**src/hw/rtl/chm_ram.sv**
```systemverilog
// generic single-port-write, single-port-read ram with registered read
module chm_ram #(
   parameter int WIDTH = 8,
   parameter int DEPTH = 16
) (
   input  logic                     clock,
   input  logic                     wr_en,
   input  logic [$clog2(DEPTH)-1:0] wr_addr,
   input  logic [WIDTH-1:0]         wr_data,
   input  logic                     rd_en,
   input  logic [$clog2(DEPTH)-1:0] rd_addr,
   output logic [WIDTH-1:0]         rd_data
);

   logic [WIDTH-1:0] mem_ff [DEPTH];
   logic [WIDTH-1:0] rd_data_ff;

   always_ff @(posedge clock) begin
      if (wr_en) begin
         mem_ff[wr_addr] <= wr_data;
      end
      if (rd_en) begin
         rd_data_ff <= mem_ff[rd_addr];
      end
   end

   assign rd_data = rd_data_ff;

endmodule

```
**config.mk**
```make
export PLATFORM = sky130hd
export DESIGN_NAME = chm_ram
export DESIGN_NICKNAME = d
export VERILOG_FILES = /design/src/hw/rtl/chm_ram.sv
export SDC_FILE = /design/constraint.sdc
export NUM_CORES = 1
export LEC_CHECK = 0
export ABC_AREA = 1
export BUFFER_PORTS_ARGS = -buffer_cell sky130_fd_sc_hd__buf_2
export CORE_ASPECT_RATIO = 2
export CORE_MARGIN = 5
export CORE_UTILIZATION = 65
export DETAILED_ROUTE_END_ITERATION = 10
export HOLD_SLACK_MARGIN = 0.08
export PLACE_DENSITY_LB_ADDON = 0.08
export REMOVE_ABC_BUFFERS = 1
export SYNTH_ARGS = -nofsm -noshare
export SYNTH_HDL_FRONTEND = slang
export SYNTH_SLANG_ARGS = --single-unit
```
**constraint.sdc**
```tcl
create_clock -name clock -period 2.45 [get_ports clock]
set_clock_uncertainty 0.2 [all_clocks]
set_input_delay 0.245 -clock clock [delete_from_list [all_inputs] [get_ports clock]]
set_output_delay 0.245 -clock clock [all_outputs]
set_load 0.05 [all_outputs]
```
Word-level counts from Yosys, hierarchy flattened
Memory sizes are Yosys's and may differ from the RTL's. A register that Yosys moved wholly into a read port is not among the register bits.
Index checks and enable logic that the tools add are counted.
Widths: inputs -> output; s select.
{"block": "totals", "register_bits": 0, "ramBits": 128, "inputBits": 19, "out_inout_bits": 8, "wordCells": 3, "memories": 1}
{"block": "classes", "mux": 2}
{"memory": "mem_ff", "words": 16, "word_bits": 8, "rd": 1, "rd_clocked_by_memory_dff": 1, "write_ports": 1, "line_no": "15", "text": "logic [WIDTH-1:0] mem_ff [DEPTH];"}
{"operator": "$mux 1", "n": 2}

Longest topological paths before layout
{"block": "logic_depth", "depth_word": 2, "depth_mapped": 8}

Worst setup path before layout
No wires, ideal clock.
{"block": "synth_timing", "path_kind": "input to register", "start": "in wr_addr[2]", "end": "mem mem_ff[10][0] (enable)", "setup_time_ps": 370, "t_arrival_ps": 826, "path_slack_ps": 1054, "path_stages": 2, "path_buffers": 0, "cell_sequence": "nand3b_1 > nor2_1"}
{"element": "from (decl)", "line_no": "8", "text": "input logic [$clog2(DEPTH)-1:0] wr_addr,"}
{"element": "to (decl)", "line_no": "15"}
No word-level cell before the write port.

==> results list <==
* Result of the run: complete, no violations
- Initial antenna violation count: 0
- Area added between synthesis and finish: 12.0%
* Sw power: 1.11 mW
- Of the cells placed in the final design, the portion with a size suffix greater than 1 is 0.0878.
- Port buffering added 26 buffers.
* Number of buffers inserted during clock tree synthesis: 17
* Leftover overflow at the end of global routing: 0
- The number of cells on the worst reg-to-reg path is 6.
* Path type of the worst setup path: input port to flip-flop
- Of the synthesized area, sequential elements account for 0.698.
- Final worst path period share: 0.745
* Vias in the first global route: 3966
- Number of library cell types mapped by synthesis: 11
- Entering global routing, the biggest net connects 65 pins.
* Clk Tree Root Cell: sky130_fd_sc_hd__clkbuf_16
- The floorplan has 49 rows.
- Most common cell on crit path: sky130_fd_sc_hd__nand3_1
- In this run the worst hold path is classified as input port to flip-flop.
- After routing, the total negative slack on setup checks comes to 0 ns.
* Ordered cell list for the critical path: buf_2, inv_2, nand3_1, nand3_1, nand3_1, nand2_1
* Worst relative slew slack: 0.493
- Netlist Area Pre-Place: roughly 6000 um^2
* Arrival time at the worst endpoint: between 1.5 and 2 ns
* Final net count: 600
* Maximum level of the CTS H-tree: 4
- The floorplan step set the die height to 144 um.
- The core region is 8890 um^2.
- Critical Path RT: 2.42 ns
* Worst vdd rail ir drop: 0.000622 V
* Starting DRT DRC Count: 293
- In this run the mean area of a mapped cell was roughly 11 um^2.
- Kind of end point of the critical path: flip-flop
* Min cycle time layout: about 1.8 ns
- Setup crit start kind: input port
- The routed layout has roughly 3900 vias.
- Synthesis Warnings: 0
- Number of cells after detailed placement: 659
- For this run, the number of standard cells in the final layout without fillers is 694.
- Ports placed on the boundary: 27
- Routed length per placed instance: 18.9 um
- The tool flagged a number of max-cap violations equal to 0.
* Via-per-instance ratio: between 5 and 6
* Post-synthesis sequential element count: 136
* Placer's final routability congestion estimate: 0.968
- For this configuration, the core starts out at a cell density of 0.658.
- The first global-routing pass estimated 20.6 mm of wire.
- Clock-pin slew was measured on the worst setup and hold paths at 0.05 ns.
- Summed over all cells, the static leakage comes to between 2 and 3 nW.
- After legalization and detailed placement, the total HPWL measured 8.30 mm.
- Endpoints failing hold: 0
- The cell count after synthesis came out at 551.
* Clk sink count: around 140
- Pins over their slew limit: 0
- The design draws approximately 5.2 mW.
* Remaining antenna violation count after routing: 0
- First-pass DRT Iterations: 5
* Combinational fraction of design power: 0.068
- Utilization of the core after routing: 0.737
- Die span in x: 77.1 um
- Critical Path Max Stage Delay: 0.51 ns
* Portion of total power attributed to the clock network: 0.424
* Number of setup violations in the final report: 0
- Switching part of the total power: 0.214
- Derived from the worst setup path, the maximum achievable clock frequency is between 500 and 600 MHz.
- Total Die Area: 11100 um^2
* Slew at the pin closest to its max-slew limit: 0.758 ns
- For this design, the slowest cell found on the critical path is sky130_fd_sc_hd__buf_2.
- Of the total power, registers draw 0.507.
- Counting instances, the worst hold path has a depth of 1.
* CTS max path bufs: 2
* Post-route DRC: 0
- Of all nets on the critical path, the largest fanout is 33.
- RSZ-0062 raised after global routing: false
- Power Density: 794 nW/um^2
* CTS tree: yes
- Clock latency at the later pin of the worst-skew pair: 0.41 ns
- The routed design has 13.1 mm of wire.
- Buffers added to address setup during post-CTS repair amount to 0.
* Internal Dissipation: 4.09 mW
- 0 antenna diodes ended up in the layout.
- Aggregate global-route resource usage: 0.256
==> through the flow <==
step / hold WS [ns] / area (um^2) / worst slack [ns]
3_3_place_gp: 0.420 / 5990 / 0.267
3_5_place_dp: 0.417 / 5990 / 0.220
6_report: 0.0880 / 6550 / 0.625
2_1_floorplan: 0.144 / 5680 / 0.884
5_1_grt: 0.0899 / 6550 / 0.501
4_1_cts: 0.0828 / 6540 / 0.652
==> what timing repair did <==
action / in CTS / in global routing
hold endpoints to repair: 56 / 16
endpoints found under the setup margin: 0 / 0
hold buffers: 4 / 1
gates resized for setup: 0 / 0
==> final cells by class <==
type | instances | area (um^2)
Inverter | 102 | 383
Timing Repair Buffer | 35 | 235
Clock buffer | 25 | 455
Multi-Input combinational cell | 289 | 1210
Clock inverter | 5 | 50.0
Sequential cell | 136 | 4080
Fill cell | 611 | 2340
Tap cell | 102 | 128
==> cell usage in the layout, fill, tap and decap left out, drive strengths merged <==
cell type | Yosys | layout
buf | 24 | 30
bufinv | 0 | 1
clkbuf | 0 | 25
clkinv | 0 | 3
clkinvlp | 0 | 1
dlygate4sd3 | 0 | 5
edfxtp | 136 | 136
inv | 102 | 102
nand2 | 173 | 173
nand3 | 97 | 97
nand3b | 2 | 2
nor2 | 17 | 17
==> flip-flops by register name, summed over array words and instances, names as in the netlist <==
| name | cells |
|---|---|
| rd_data | 8 |
| mem_ff | 128 |
==> critical path: cells and delay by family <==
family	cells	cell delay (ns)
buf+inv	2	0.94
simple gates	4	0.59
==> routing by layer <==
layer | GRT usage | part of all wire
met5 | 0 | 0
met4 | 0.150 | 0.051
met1 | 0.277 | 0.35
met3 | 0.0561 | 0.056
met2 | 0.455 | 0.54
==> final timing paths <==
path                 startpoint      endpoint  slack (ns)
setup / recovery     rd_addr[1]    rd_data[7]        0.62
hold / removal       wr_data[7]  mem_ff[3][7]        0.09
setup reg to reg   mem_ff[3][7]    rd_data[7]        1.03
hold reg to reg   mem_ff[12][1]    rd_data[1]        0.55
==> cells in the mapped netlist (all sizes together) <==
cell type / n / area [um^2]
nand2: 173 / 649
edfxtp: 136 / 4080
inv: 102 / 383
nand3: 97 / 485
buf: 24 / 166
nor2: 17 / 63.8
nand3b: 2 / 15.0
==> kinds of logic after synthesis <==
family | after synthesis | synth area share
DFF | 136 | 0.698
and+or+nand+nor | 289 | 0.208
buffers and inverters | 126 | 0.0939
==> power groups by stage <==
stage	clock (mW)	combinational, mW	sequential [mW]
6_report	2.21	0.354	2.64
5_1_grt	2.33	0.387	2.64
4_1_cts	2.22	0.353	2.64
3_5_place_dp	0	0.346	2.68
3_3_place_gp	0	0.342	2.68
2_1_floorplan	0	0.141	2.72
No activity file was read; power rests on OpenSTA's default activity.
